File: src/hdl/lmsf_pkg.sv
`timescale 1ns / 1ps
// ============================================================================
// lmsf_pkg
// Shared widths, reset values and register codes of the LMS adaptive FIR core.
// ============================================================================
package lmsf_pkg;

    localparam int TAPS_DEFAULT = 32;

    localparam int DATA_W     = 16;   // Q1.15 samples, desired, y, error
    localparam int COEF_W     = 32;   // Q2.30 coefficients
    localparam int STEP_W     = 16;   // Q0.16 step size
    localparam int TAP_CNT_W  = 6;
    localparam int PROD_W     = DATA_W + COEF_W;
    localparam int TDATA_W    = 2 * DATA_W;

    localparam int CFG_IDX_W  = 2;
    localparam int CFG_DATA_W = 16;

    localparam logic [STEP_W-1:0]    STEP_RESET  = STEP_W'(328);
    localparam logic [TAP_CNT_W-1:0] COUNT_RESET = TAP_CNT_W'(32);

    localparam int SAMP_MAX = 32767;
    localparam int SAMP_MIN = -32768;

    localparam logic [CFG_IDX_W-1:0] REG_STEP_SIZE = CFG_IDX_W'(0);
    localparam logic [CFG_IDX_W-1:0] REG_TAP_COUNT = CFG_IDX_W'(1);

endpackage

File: src/hdl/lms_adaptive_fir_core.sv
`timescale 1ns / 1ps
// ============================================================================
// lms_adaptive_fir_core
// LMS adaptive FIR filter with one shared 16x32 multiplier under a sequencer.
// ============================================================================
// Each request carries a new sample and a desired value; the block returns
// one result with the filter output y and the error d - y, both saturated
// Q1.15, then adapts the active coefficients (Q2.30, saturating) by
// step_size * error * tap sample. One shared multiplier walks the active
// taps once for the dot product and once for the coefficient update, with
// a drain after each pass for the registered memory read and the product
// register. s_tready is high only while the sequencer is idle; a finished
// result waits in an output register. The delay line is a circular buffer
// with a fill count and the coefficients carry one valid bit each, so no
// clearing pass follows reset. Writing tap_count zeroes the coefficients
// at and beyond the new count; write configuration only while the block is
// idle.
module lms_adaptive_fir_core #(
    parameter int TAPS = lmsf_pkg::TAPS_DEFAULT
) (
    input  logic                                 clk,
    input  logic                                 rst_n,
    input  logic                                 s_tvalid,
    output logic                                 s_tready,
    input  logic [lmsf_pkg::TDATA_W-1:0]         s_tdata,    // new_sample, desired
    output logic                                 m_tvalid,
    input  logic                                 m_tready,
    output logic [lmsf_pkg::TDATA_W-1:0]         m_tdata,    // filter_output, error_value
    input  logic                                 cfg_valid,
    output logic                                 cfg_ready,
    input  logic [lmsf_pkg::CFG_IDX_W-1:0]       cfg_index,
    input  logic [lmsf_pkg::CFG_DATA_W-1:0]      cfg_data
);

    localparam int DATA_W = lmsf_pkg::DATA_W;
    localparam int COEF_W = lmsf_pkg::COEF_W;
    localparam int PROD_W = lmsf_pkg::PROD_W;
    localparam int TCN_W  = lmsf_pkg::TAP_CNT_W;
    localparam int IDX_W  = $clog2(TAPS);
    localparam int CNT_W  = $clog2(TAPS + 1);
    localparam int TCW    = (CNT_W > TCN_W) ? CNT_W : TCN_W;
    localparam int ACC_W  = PROD_W + IDX_W + 1;
    localparam int RND_W  = ACC_W - 30;

    localparam logic signed [ACC_W-1:0]  ACC_HALF = ACC_W'(1) << 29;
    localparam logic signed [PROD_W-1:0] DLT_HALF = PROD_W'(1) << 15;
    localparam logic signed [RND_W-1:0]  RND_MAX  = RND_W'(lmsf_pkg::SAMP_MAX);
    localparam logic signed [RND_W-1:0]  RND_MIN  = RND_W'(lmsf_pkg::SAMP_MIN);
    localparam logic signed [DATA_W:0]   ERR_MAX  = (DATA_W + 1)'(lmsf_pkg::SAMP_MAX);
    localparam logic signed [DATA_W:0]   ERR_MIN  = (DATA_W + 1)'(lmsf_pkg::SAMP_MIN);

    typedef enum logic [3:0] {
        S_IDLE,
        S_DOT,
        S_DRAIN,
        S_ROUND,
        S_ERR,
        S_GAIN,
        S_GAIN_WB,
        S_UPD,
        S_DONE
    } state_t;

    state_t state_reg, state_next;

    // configuration
    logic [lmsf_pkg::STEP_W-1:0] step_reg;
    logic [TCN_W-1:0]            tap_count_reg;
    logic [CNT_W-1:0]            n_eff, n_new;
    logic [TCW-1:0]              tc_ext, tc_new_ext;

    // sequencer and pipeline control
    logic [CNT_W-1:0] cnt_reg;
    logic [IDX_W-1:0] saddr_reg;
    logic [IDX_W-1:0] wp_reg, wp_inc;
    logic [CNT_W-1:0] fill_reg;
    logic             upd_pass_reg;
    logic             rd_vld_reg, mul_vld_reg;
    logic [IDX_W-1:0] idx_d1_reg, idx_d2_reg;
    logic [TAPS-1:0]  coef_valid_reg;
    logic             issue, in_acc, cfg_acc, last_issue, coef_we, out_load;

    // storage
    logic signed [DATA_W-1:0] samp_mem [TAPS];
    logic signed [COEF_W-1:0] coef_mem [TAPS];

    // datapath
    logic signed [DATA_W-1:0] samp_rd_reg;
    logic                     samp_ok_reg;
    logic signed [COEF_W-1:0] coef_rd_reg;
    logic                     coef_ok_reg;
    logic signed [COEF_W-1:0] coef_d_reg;
    logic signed [PROD_W-1:0] prod_reg;
    logic signed [ACC_W-1:0]  acc_reg;
    logic signed [DATA_W-1:0] d_reg, y_reg, e_reg;
    logic signed [COEF_W-1:0] g_reg;
    logic                     out_vld_reg;
    logic signed [DATA_W-1:0] out_y_reg, out_e_reg;

    logic signed [DATA_W-1:0] mul_a;
    logic signed [COEF_W-1:0] mul_b;
    logic signed [PROD_W-1:0] mul_out;
    logic signed [ACC_W-1:0]  acc_rnd;
    logic signed [RND_W-1:0]  acc_sh;
    logic signed [DATA_W-1:0] y_sat, e_sat;
    logic signed [DATA_W:0]   e_diff;
    logic signed [PROD_W-1:0] dlt_sum;
    logic signed [COEF_W-1:0] delta, c_sat;
    logic signed [COEF_W:0]   c_sum;

    assign s_tready  = (state_reg == S_IDLE);
    assign cfg_ready = 1'b1;
    assign m_tvalid  = out_vld_reg;
    assign m_tdata   = {out_e_reg, out_y_reg};

    assign in_acc     = s_tvalid && s_tready;
    assign cfg_acc    = cfg_valid && cfg_ready;
    assign issue      = (state_reg == S_DOT) || (state_reg == S_UPD);
    assign last_issue = (cnt_reg == n_eff - CNT_W'(1));
    assign coef_we    = mul_vld_reg && upd_pass_reg;
    assign out_load   = (state_reg == S_DONE) && (!out_vld_reg || m_tready);
    assign wp_inc     = (wp_reg == IDX_W'(TAPS - 1)) ? '0 : wp_reg + IDX_W'(1);

    // clamp tap count to 1..TAPS
    always_comb
    begin
        tc_ext     = TCW'(tap_count_reg);
        tc_new_ext = TCW'(cfg_data[TCN_W-1:0]);
        if (tc_ext == '0)
            n_eff = CNT_W'(1);
        else if (tc_ext > TCW'(TAPS))
            n_eff = CNT_W'(TAPS);
        else
            n_eff = CNT_W'(tc_ext);
        if (tc_new_ext == '0)
            n_new = CNT_W'(1);
        else if (tc_new_ext > TCW'(TAPS))
            n_new = CNT_W'(TAPS);
        else
            n_new = CNT_W'(tc_new_ext);
    end

    // shared multiplier operand select
    always_comb
    begin
        if (state_reg == S_GAIN)
        begin
            mul_a = e_reg;
            mul_b = COEF_W'(step_reg);
        end
        else
        begin
            mul_a = samp_ok_reg ? samp_rd_reg : '0;
            if (upd_pass_reg)
                mul_b = g_reg;
            else
                mul_b = coef_ok_reg ? coef_rd_reg : '0;
        end
        mul_out = PROD_W'(mul_a) * PROD_W'(mul_b);
    end

    // rounding, saturation and coefficient update arithmetic
    always_comb
    begin
        acc_rnd = acc_reg + ACC_HALF;
        acc_sh  = acc_rnd[ACC_W-1:30];
        if (acc_sh > RND_MAX)
            y_sat = DATA_W'(lmsf_pkg::SAMP_MAX);
        else if (acc_sh < RND_MIN)
            y_sat = DATA_W'(lmsf_pkg::SAMP_MIN);
        else
            y_sat = acc_sh[DATA_W-1:0];

        e_diff = (DATA_W + 1)'(d_reg) - (DATA_W + 1)'(y_reg);
        if (e_diff > ERR_MAX)
            e_sat = DATA_W'(lmsf_pkg::SAMP_MAX);
        else if (e_diff < ERR_MIN)
            e_sat = DATA_W'(lmsf_pkg::SAMP_MIN);
        else
            e_sat = e_diff[DATA_W-1:0];

        dlt_sum = prod_reg + DLT_HALF;
        delta   = dlt_sum[PROD_W-1:16];
        c_sum   = (COEF_W + 1)'(coef_d_reg) + (COEF_W + 1)'(delta);
        if (c_sum[COEF_W] != c_sum[COEF_W-1])
            c_sat = c_sum[COEF_W] ? {1'b1, {(COEF_W - 1){1'b0}}}
                                  : {1'b0, {(COEF_W - 1){1'b1}}};
        else
            c_sat = c_sum[COEF_W-1:0];
    end

    always_comb
    begin
        state_next = state_reg;
        unique case (state_reg)
            S_IDLE:
                if (in_acc)
                    state_next = S_DOT;
            S_DOT, S_UPD:
                if (last_issue)
                    state_next = S_DRAIN;
            S_DRAIN:
                if (!rd_vld_reg && !mul_vld_reg)
                    state_next = upd_pass_reg ? S_DONE : S_ROUND;
            S_ROUND:   state_next = S_ERR;
            S_ERR:     state_next = S_GAIN;
            S_GAIN:    state_next = S_GAIN_WB;
            S_GAIN_WB: state_next = S_UPD;
            S_DONE:
                if (out_load)
                    state_next = S_IDLE;
            default:   state_next = S_IDLE;
        endcase
    end

    // sequencer, control state and registered outputs
    always_ff @(posedge clk or negedge rst_n)
    begin
        if (!rst_n)
        begin
            state_reg      <= S_IDLE;
            step_reg       <= lmsf_pkg::STEP_RESET;
            tap_count_reg  <= lmsf_pkg::COUNT_RESET;
            cnt_reg        <= '0;
            saddr_reg      <= '0;
            wp_reg         <= '0;
            fill_reg       <= '0;
            upd_pass_reg   <= 1'b0;
            rd_vld_reg     <= 1'b0;
            mul_vld_reg    <= 1'b0;
            coef_valid_reg <= '0;
            out_vld_reg    <= 1'b0;
        end
        else
        begin
            state_reg   <= state_next;
            rd_vld_reg  <= issue;
            mul_vld_reg <= rd_vld_reg;

            if (in_acc)
            begin
                wp_reg       <= wp_inc;
                saddr_reg    <= wp_inc;
                cnt_reg      <= '0;
                upd_pass_reg <= 1'b0;
                if (fill_reg != CNT_W'(TAPS))
                    fill_reg <= fill_reg + CNT_W'(1);
            end
            else if (state_reg == S_GAIN_WB)
            begin
                saddr_reg    <= wp_reg;
                cnt_reg      <= '0;
                upd_pass_reg <= 1'b1;
            end
            else if (issue)
            begin
                cnt_reg   <= cnt_reg + CNT_W'(1);
                saddr_reg <= (saddr_reg == '0) ? IDX_W'(TAPS - 1) : saddr_reg - IDX_W'(1);
            end

            if (coef_we)
                coef_valid_reg[idx_d2_reg] <= 1'b1;

            if (cfg_acc)
            begin
                unique case (cfg_index)
                    lmsf_pkg::REG_STEP_SIZE:
                        step_reg <= cfg_data[lmsf_pkg::STEP_W-1:0];
                    lmsf_pkg::REG_TAP_COUNT:
                    begin
                        tap_count_reg <= cfg_data[TCN_W-1:0];
                        for (int i = 0; i < TAPS; i++)
                        begin
                            if (CNT_W'(i) >= n_new)
                                coef_valid_reg[i] <= 1'b0;
                        end
                    end
                    default: ;  // drop writes to unknown registers
                endcase
            end

            if (out_load)
                out_vld_reg <= 1'b1;
            else if (m_tready)
                out_vld_reg <= 1'b0;
        end
    end

    // delay line and coefficient memories
    always_ff @(posedge clk)
    begin
        if (in_acc)
            samp_mem[wp_inc] <= s_tdata[DATA_W-1:0];
        if (issue)
            samp_rd_reg <= samp_mem[saddr_reg];
    end

    always_ff @(posedge clk)
    begin
        if (coef_we)
            coef_mem[idx_d2_reg] <= c_sat;
        if (issue)
            coef_rd_reg <= coef_mem[cnt_reg[IDX_W-1:0]];
    end

    // datapath registers
    always_ff @(posedge clk)
    begin
        if (issue)
        begin
            samp_ok_reg <= (cnt_reg < fill_reg);
            coef_ok_reg <= coef_valid_reg[cnt_reg[IDX_W-1:0]];
            idx_d1_reg  <= cnt_reg[IDX_W-1:0];
        end
        if (rd_vld_reg)
        begin
            idx_d2_reg <= idx_d1_reg;
            coef_d_reg <= coef_ok_reg ? coef_rd_reg : '0;
        end
        prod_reg <= mul_out;

        if (in_acc)
        begin
            acc_reg <= '0;
            d_reg   <= s_tdata[2*DATA_W-1:DATA_W];
        end
        else if (mul_vld_reg && !upd_pass_reg)
            acc_reg <= acc_reg + ACC_W'(prod_reg);

        if (state_reg == S_ROUND)
            y_reg <= y_sat;
        if (state_reg == S_ERR)
            e_reg <= e_sat;
        if (state_reg == S_GAIN_WB)
            g_reg <= prod_reg[COEF_W-1:0];

        if (out_load)
        begin
            out_y_reg <= y_reg;
            out_e_reg <= e_reg;
        end
    end

    // ------------------------------------------------------------------------
    // assertions
    // ------------------------------------------------------------------------
    a_idle_pipe_empty: assert property (@(posedge clk) disable iff (!rst_n)
        s_tready |-> (!rd_vld_reg && !mul_vld_reg))
        else $error("request taken while the tap pipeline is busy");

    a_issue_in_range: assert property (@(posedge clk) disable iff (!rst_n)
        issue |-> (cnt_reg < n_eff))
        else $error("tap index beyond the active tap count");

    a_accept_starts_dot: assert property (@(posedge clk) disable iff (!rst_n)
        in_acc |=> (state_reg == S_DOT))
        else $error("accepted request did not start the dot-product pass");

    a_result_from_done: assert property (@(posedge clk) disable iff (!rst_n)
        $rose(m_tvalid) |-> $past(state_reg == S_DONE))
        else $error("result presented outside the completion step");

endmodule
File: config.mk
export PLATFORM = sky130hd
export DESIGN_NAME = lms_adaptive_fir_core
export DESIGN_NICKNAME = d
export VERILOG_FILES = /design/src/hdl/lmsf_pkg.sv /design/src/hdl/lms_adaptive_fir_core.sv
export SDC_FILE = /design/constraint.sdc
export NUM_CORES = 2
export LEC_CHECK = 0
export ABC_AREA = 1
export BUFFER_PORTS_ARGS = -buffer_cell sky130_fd_sc_hd__buf_2
export CAP_MARGIN = 40
export CELL_PAD_IN_SITES_DETAIL_PLACEMENT = 0
export CELL_PAD_IN_SITES_GLOBAL_PLACEMENT = 1
export CORE_ASPECT_RATIO = 0.8
export CORE_UTILIZATION = 52
export DETAILED_ROUTE_END_ITERATION = 8
export GPL_ROUTABILITY_DRIVEN = 0
export GPL_TIMING_DRIVEN = 1
export PLACE_DENSITY_LB_ADDON = 0.12
export SKIP_LAST_GASP = 1
export SLEW_MARGIN = 20
export SYNTH_ARGS = -nofsm -noshare
export SYNTH_HDL_FRONTEND = slang
export SYNTH_SLANG_ARGS = --single-unit
File: constraint.sdc
create_clock -name clk -period 8.75 [get_ports clk]
set_input_delay 0.4375 -clock clk [delete_from_list [all_inputs] [get_ports clk]]
set_output_delay 0.4375 -clock clk [all_outputs]
set_load 0.05 [all_outputs]
== Yosys cells after proc, flatten, opt, wreduce, memory -nomap -nowiden ==
Memories as Yosys holds them, arrays and structs flattened. A register that Yosys moved wholly into a read port is not among the register bits.
Cells that the tools add are included.

* Flip-flop bits (word level): 342
* RAM bits: 1,536
* Bits of input ports: 55
* Output and inout port bits: 35
* Word-level logic and storage cells: 197
* Memories kept: 2

* $add $sub $neg: 10
* $mul: 1
* Order comparisons: 42
* Equality and inequality tests: 17
* Mux-type cells: 74
* Bitwise gates (word level): 1
* Reductions and logical operators: 25

{| class="wikitable"
|+ Memory list
! memory !! words !! bits a word !! read ports !! clocked after Yosys merged registers in !! write ports !! line !! text
|-
| coef_mem || 32 || 32 || 1 || 1 || 1 || lms_adaptive_fir_core.sv:85 || <nowiki>logic signed [COEF_W-1:0] coef_mem [TAPS];</nowiki>
|-
| samp_mem || 32 || 16 || 1 || 1 || 1 || lms_adaptive_fir_core.sv:84 || <nowiki>logic signed [DATA_W-1:0] samp_mem [TAPS];</nowiki>
|}

{| class="wikitable"
|+ Operators by type and width
! operator !! count
|-
| $mux 32 || 8
|-
| $ge 5x6->1 const A || 16
|-
| $mux 16 || 4
|-
| $add 54x31->54 const B || 1
|-
| $add 54x48->54 || 1
|-
| $add 48x17->48 const B || 1
|-
| $ge 4x6->1 const A || 8
|-
| $mul 16x32->48 || 1
|-
| $mux 1 || 42
|-
| $mux 6 || 7
|-
| $add 32x32->33 || 1
|-
| $or 32x32->32 || 1
|-
| $pmux 4 s8 || 1
|-
| $mux 5 || 5
|-
| $ge 3x6->1 const A || 4
|-
| $gt 24x16->1 const B || 1
|-
| $lt 24x16->1 const B || 1
|-
| $mux 4 || 5
|-
| $gt 17x16->1 const B || 1
|-
| $lt 17x16->1 const B || 1
|-
| $sub 16x16->17 || 1
|-
| $eq 4x3->1 const B || 4
|-
| $add 6x1->6 const B || 2
|-
| $ge 1x6->1 const A || 2
|-
| 32 further kinds || 51
|}

== Longest topological paths before layout ==
* Word-level depth: 9
* Gate-level depth with buffers: 35
* Gate-level depth less buffers: 33

== Least setup slack after synthesis ==
OpenSTA, ideal clock, no wires.

* Kind: reg2reg
* Start point: reg state_reg[2]
* End point: reg prod_reg[47]
* Library setup time: 0.112 ns
* Arrival: 6.517 ns
* Data required time: 8.638 ns
* Path slack: 2.121 ns
* Cell stages (with the launch flop): 27
* Path buffers: 3
* Period minus slack after synthesis: 6.629 ns
* Cell sequence: dfrtp_1 nand2_1 inv_1 nand2_2 buf_2 buf_2 nand2_1 o21ai_2 buf_2 nor2_1 fa_1 fa_1 fa_1 fa_1 fa_1 inv_1 fa_1 inv_1 ha_1 a21oi_1 o21a_1 a21boi_0 nor2_1 a211oi_1 nand2_1 nand2_1 nand2_1

* Cells in the longest elaborated chain, start to end: 3
* Elaborated cells on any way between the ends: 4
* Classes of those cells: mul (1); eq/ne (1); mux (2)

{| class="wikitable"
|+ Ends and longest elaborated chain
! item !! line !! text
|-
| start: declaration || lms_adaptive_fir_core.sv:64 || <nowiki>state_t state_reg, state_next;</nowiki>
|-
| start signal: assignment || lms_adaptive_fir_core.sv:236 || <nowiki>state_reg <= state_next;</nowiki>
|-
| $eq 4x3->1 (*) || lms_adaptive_fir_core.sv:146 || <nowiki>if (state_reg == S_GAIN)</nowiki>
|-
| $mux 16 or $mux 32 (tied branches) || lms_adaptive_fir_core.sv:146 ||
|-
| $mul 16x32->48 (*) || lms_adaptive_fir_core.sv:159 || <nowiki>mul_out = PROD_W'(mul_a) * PROD_W'(mul_b);</nowiki>
|-
| named net mul_out[47] || lms_adaptive_fir_core.sv:102 || <nowiki>logic signed [PROD_W-1:0] mul_out;</nowiki>
|-
| end signal: assignment || lms_adaptive_fir_core.sv:320 || <nowiki>prod_reg <= mul_out;</nowiki>
|-
| end: declaration || lms_adaptive_fir_core.sv:93 || <nowiki>logic signed [PROD_W-1:0] prod_reg;</nowiki>
|}

The timed path passes the listed nets; every way through them passes the cells marked *.
A chain may end at the register's enable or synchronous reset.

== Worst setup path after layout ==
* Start point: reg upd_pass_reg
* End point: reg prod_reg[42]

* Cells in the longest elaborated chain, start to end: 3

{| class="wikitable"
|+ Ends and longest elaborated chain
! item !! line !! text
|-
| start: declaration || lms_adaptive_fir_core.sv:77 || <nowiki>logic upd_pass_reg;</nowiki>
|-
| start signal: assignment || lms_adaptive_fir_core.sv:228 || <nowiki>upd_pass_reg <= 1'b0;</nowiki>
|-
| start signal: assignment || lms_adaptive_fir_core.sv:245 || <nowiki>upd_pass_reg <= 1'b0;</nowiki>
|-
| start signal: assignment || lms_adaptive_fir_core.sv:253 || <nowiki>upd_pass_reg <= 1'b1;</nowiki>
|-
| $mux 32 || lms_adaptive_fir_core.sv:154 || <nowiki>if (upd_pass_reg)</nowiki>
|-
| $mux 32 || lms_adaptive_fir_core.sv:146 ||
|-
| $mul 16x32->48 || lms_adaptive_fir_core.sv:159 ||
|-
| named net mul_out[42] || lms_adaptive_fir_core.sv:102 ||
|}

The timed path passes the listed nets, and every way through them passes these cells.

==> results_dict.tcl <==
set metrics [dict create \
    status "completed" \
    critPathKind "register to register" \
    holdCritPathClass "input port to register" \
    fin_crit_sh_pct 91.2 \
    max_freq_ghz 0.125 \
    drc 0 \
    synth_top_family_by_area "simple AND/OR/NAND/NOR gates" \
    ys_ff_latch 1926 \
    drive_above_1_share_pct 7.26 \
    ys_async_sr_fraction_pct 4.36 \
    ys_types 63 \
    area_delta_synth_final_pct 11.0 \
    fin_setup_tns_ns 0 \
    grt_pass1_wl_um 458000 \
    synthFlopType "edfxtp_1" \
    crit_family "adder cells" \
    cts_sinks 1926 \
    viasPerCell 5.89 \
    routed_wl_um 309000 \
    portBuffers 88 \
    post_cts_resized 0 \
    cp.arrival_ns 8.68 \
    io_pins 90 \
    muxShareOfSynthArea_pct 0 \
    dp_hpwl_um 205000 \
    syn_area_mm2 0.101 \
    synthXorXnorAreaFrac_pct 1.39 \
    die_w_um 496 \
    first_pass_iters 6 \
    vias 73700 \
    nets 10600 \
    syn_area_per_cell_um2 10.4 \
    slew_violations 0 \
    clockBufferDepth 3 \
    setup_viol 0 \
    grt_max_degree 219 \
    crit_buf_inv 5 \
    max_stage_delay_ns 0.64 \
    numCtsBuffers 189 \
    slew_headroom_pct 29.5 \
    grtUsageTotal_pct 31.4 \
    die_area_mm2 0.197 \
    cts.clk_slew.worst_paths_ns 0.06 \
    start_kind "register" \
    yosys.area_share.simple_pct 13.4 \
    initial_utilization_pct 52.5 \
    hold_violations 0 \
    synth_warnings 0 \
    ctsHoldBuffers 32 \
    synth_edf_count 1740 \
    post-route-min-period_ns 7.98 \
    max_cap_viol_count 0 \
    required_ns 9.44 \
    ant_nets 0 \
    fill_cells 16400 \
    cts_max_level 4 \
    cts_tree "yes" \
    rows 144 \
    yosysSeqAreaShare_pct 55.7 \
    endpoint_kind "register" \
    synth_fp_nets 10500 \
    cts-root-buf "clkbuf_16" \
    grt_pass1_vias 70600 \
    clk_latency_ns 0.85 \
    largest_reg_flops 1024 \
    antenna_found_initial 9 \
    core_mm2 0.193 \
    grt_setup_unrepaired "false" \
    grt.overflow.total 0 \
    crit_fanout 29 \
    synthCells 9714 \
    tightest_slew_ns 1.06 \
    worst_path_max_delay_cell "dfrtp_1" \
    wl_per_cell_um 24.7 \
    synthAdderAreaFrac_pct 12.5 \
    die_y_um 397 \
    drt_iter0_drc 8241 \
    skew_ns 0.0768 \
    cts_setup_buffers 0 \
    synth-compound-area-share_pct 10.8 \
]
==> stage by stage <==
| stage | hold WS (ns) | utilization, % | instances | setup WS [ns] | cell area [um2] |
|---|---|---|---|---|---|
| 6_report | 0.0795 | 58.2 | 12500 | 0.767 | 112000 |
| 2_1_floorplan | 0.142 | - | 9714 | 2.12 | 101000 |
| 4_1_cts | 0.0121 | 58.0 | 12500 | 0.826 | 112000 |
| 5_1_grt | 0.0591 | 58.2 | 12500 | 0.373 | 112000 |
| 3_3_place_gp | 0.401 | 54.2 | 12100 | 0.875 | 105000 |
| 3_5_place_dp | 0.347 | 54.6 | 12100 | 0.844 | 106000 |
==> cell usage after synthesis, types with 11 or more instances <==
cell type,instances,area (um2)
nand4_1,101,632
clkinv_1,22,82.6
nand3_1,281,1410
or2_2,22,138
o21bai_1,45,338
a21oi_1,221,1110
buf_1,39,146
fa_1,489,9790
o221ai_1,156,1370
o211ai_1,61,458
a21o_1,14,105
clkbuf_1,323,1210
o21ai_0,1000,5000
a31oi_1,25,156
o21ai_1,81,405
edfxtp_1,1740,52300
inv_2,14,52.6
nor2_1,1441,5410
dfrtp_1,80,2000
dfxtp_1,102,2040
nand2_1,1365,5120
xor2_1,113,990
o22ai_1,243,1520
buf_2,59,295
inv_1,1207,4530
ha_1,229,2870
xnor2_1,46,403
nand2_2,24,150
nor4_1,11,68.8
nor3_1,59,295
==> final timing paths <==
check / from / slack [ns] / to / depth (start not counted)
min in group asynchronous: rst_n / 0.11 / coef_valid_reg[14]$_DFF_PN0_ / 3
hold reg to reg: idx_d1_reg[2]$_DFFE_PP_ / 0.40 / idx_d2_reg[2]$_DFFE_PP_ / 0
setup reg to reg: upd_pass_reg$_DFFE_PN0P_ / 0.77 / prod_reg[42]$_DFF_P_ / 25
max in group asynchronous: rst_n / 7.69 / saddr_reg[1]$_DFFE_PN0P_ / 4
hold / removal: cfg_data[5] / 0.08 / coef_valid_reg[31]$_DFF_PN0_ / 3
setup / recovery: upd_pass_reg$_DFFE_PN0P_ / 0.77 / prod_reg[42]$_DFF_P_ / 25
==> layer usage <==
metal  vias up  GRT usage [%]  routed length, um
met1     36700           48.1             137000
met3       477           4.57              28200
met2      3358           46.8             135000
met5         -              0                 64
met4        10           8.18               7920
li1      33100              -                  -
==> cell families (layout without fill, tap and decap cells) <==
group / after synthesis / in the layout
AOI/OAI and AO/OA: 1894 / 1894
xor gates and xnor gates: 160 / 160
adders and majority gates: 718 / 718
buffers and inverters: 1672 / 1922
DFF: 1926 / 1926
other: 1 / 2
and+or+nand+nor: 3343 / 3343
==> tightest hold or removal path, delay by kind of cell <==
kind / cells / cell delay (ns)
simple gates: 2 / 0.28
buf+inv: 1 / 0.15
==> layout by cell type (no fill, tap or decap), types with 22 or more instances in the layout <==
master,n
fa_1,489
dfxtp_1,102
o21ai_1,81
clkinv_2,36
o221ai_1,156
a21oi_1,221
clkinv_1,61
clkbuf_1,43
edfxtp_1,1740
nor3_1,59
clkbuf_16,189
inv_1,1202
o21bai_1,45
o21ai_0,999
xnor2_1,46
buf_4,142
or2_2,22
xor2_1,113
ha_1,229
o22ai_1,243
buf_2,87
nand3_1,281
dlygate4sd3_1,32
nor2_4,36
buf_8,31
dfrtp_1,72
o211ai_1,61
nand2_2,23
nor2_1,1400
nand2_1,1365
nand4_1,101
==> area by class of cell <==
class,instances,area (um2),area share [%]
diodes,1,2.50,0.00223
clock buffers,235,4930,4.39
clock inverters,116,1320,1.18
inverters,1245,4700,4.18
multi-input cells,6116,38800,34.5
flip-flops and latches,1926,56400,50.2
well taps,2555,3200,2.84
repair buffers,326,3030,2.70
Power is left out: the tool's default activity adds up to more than one toggle a clock period on the data nets, which glitch-free logic cannot reach.
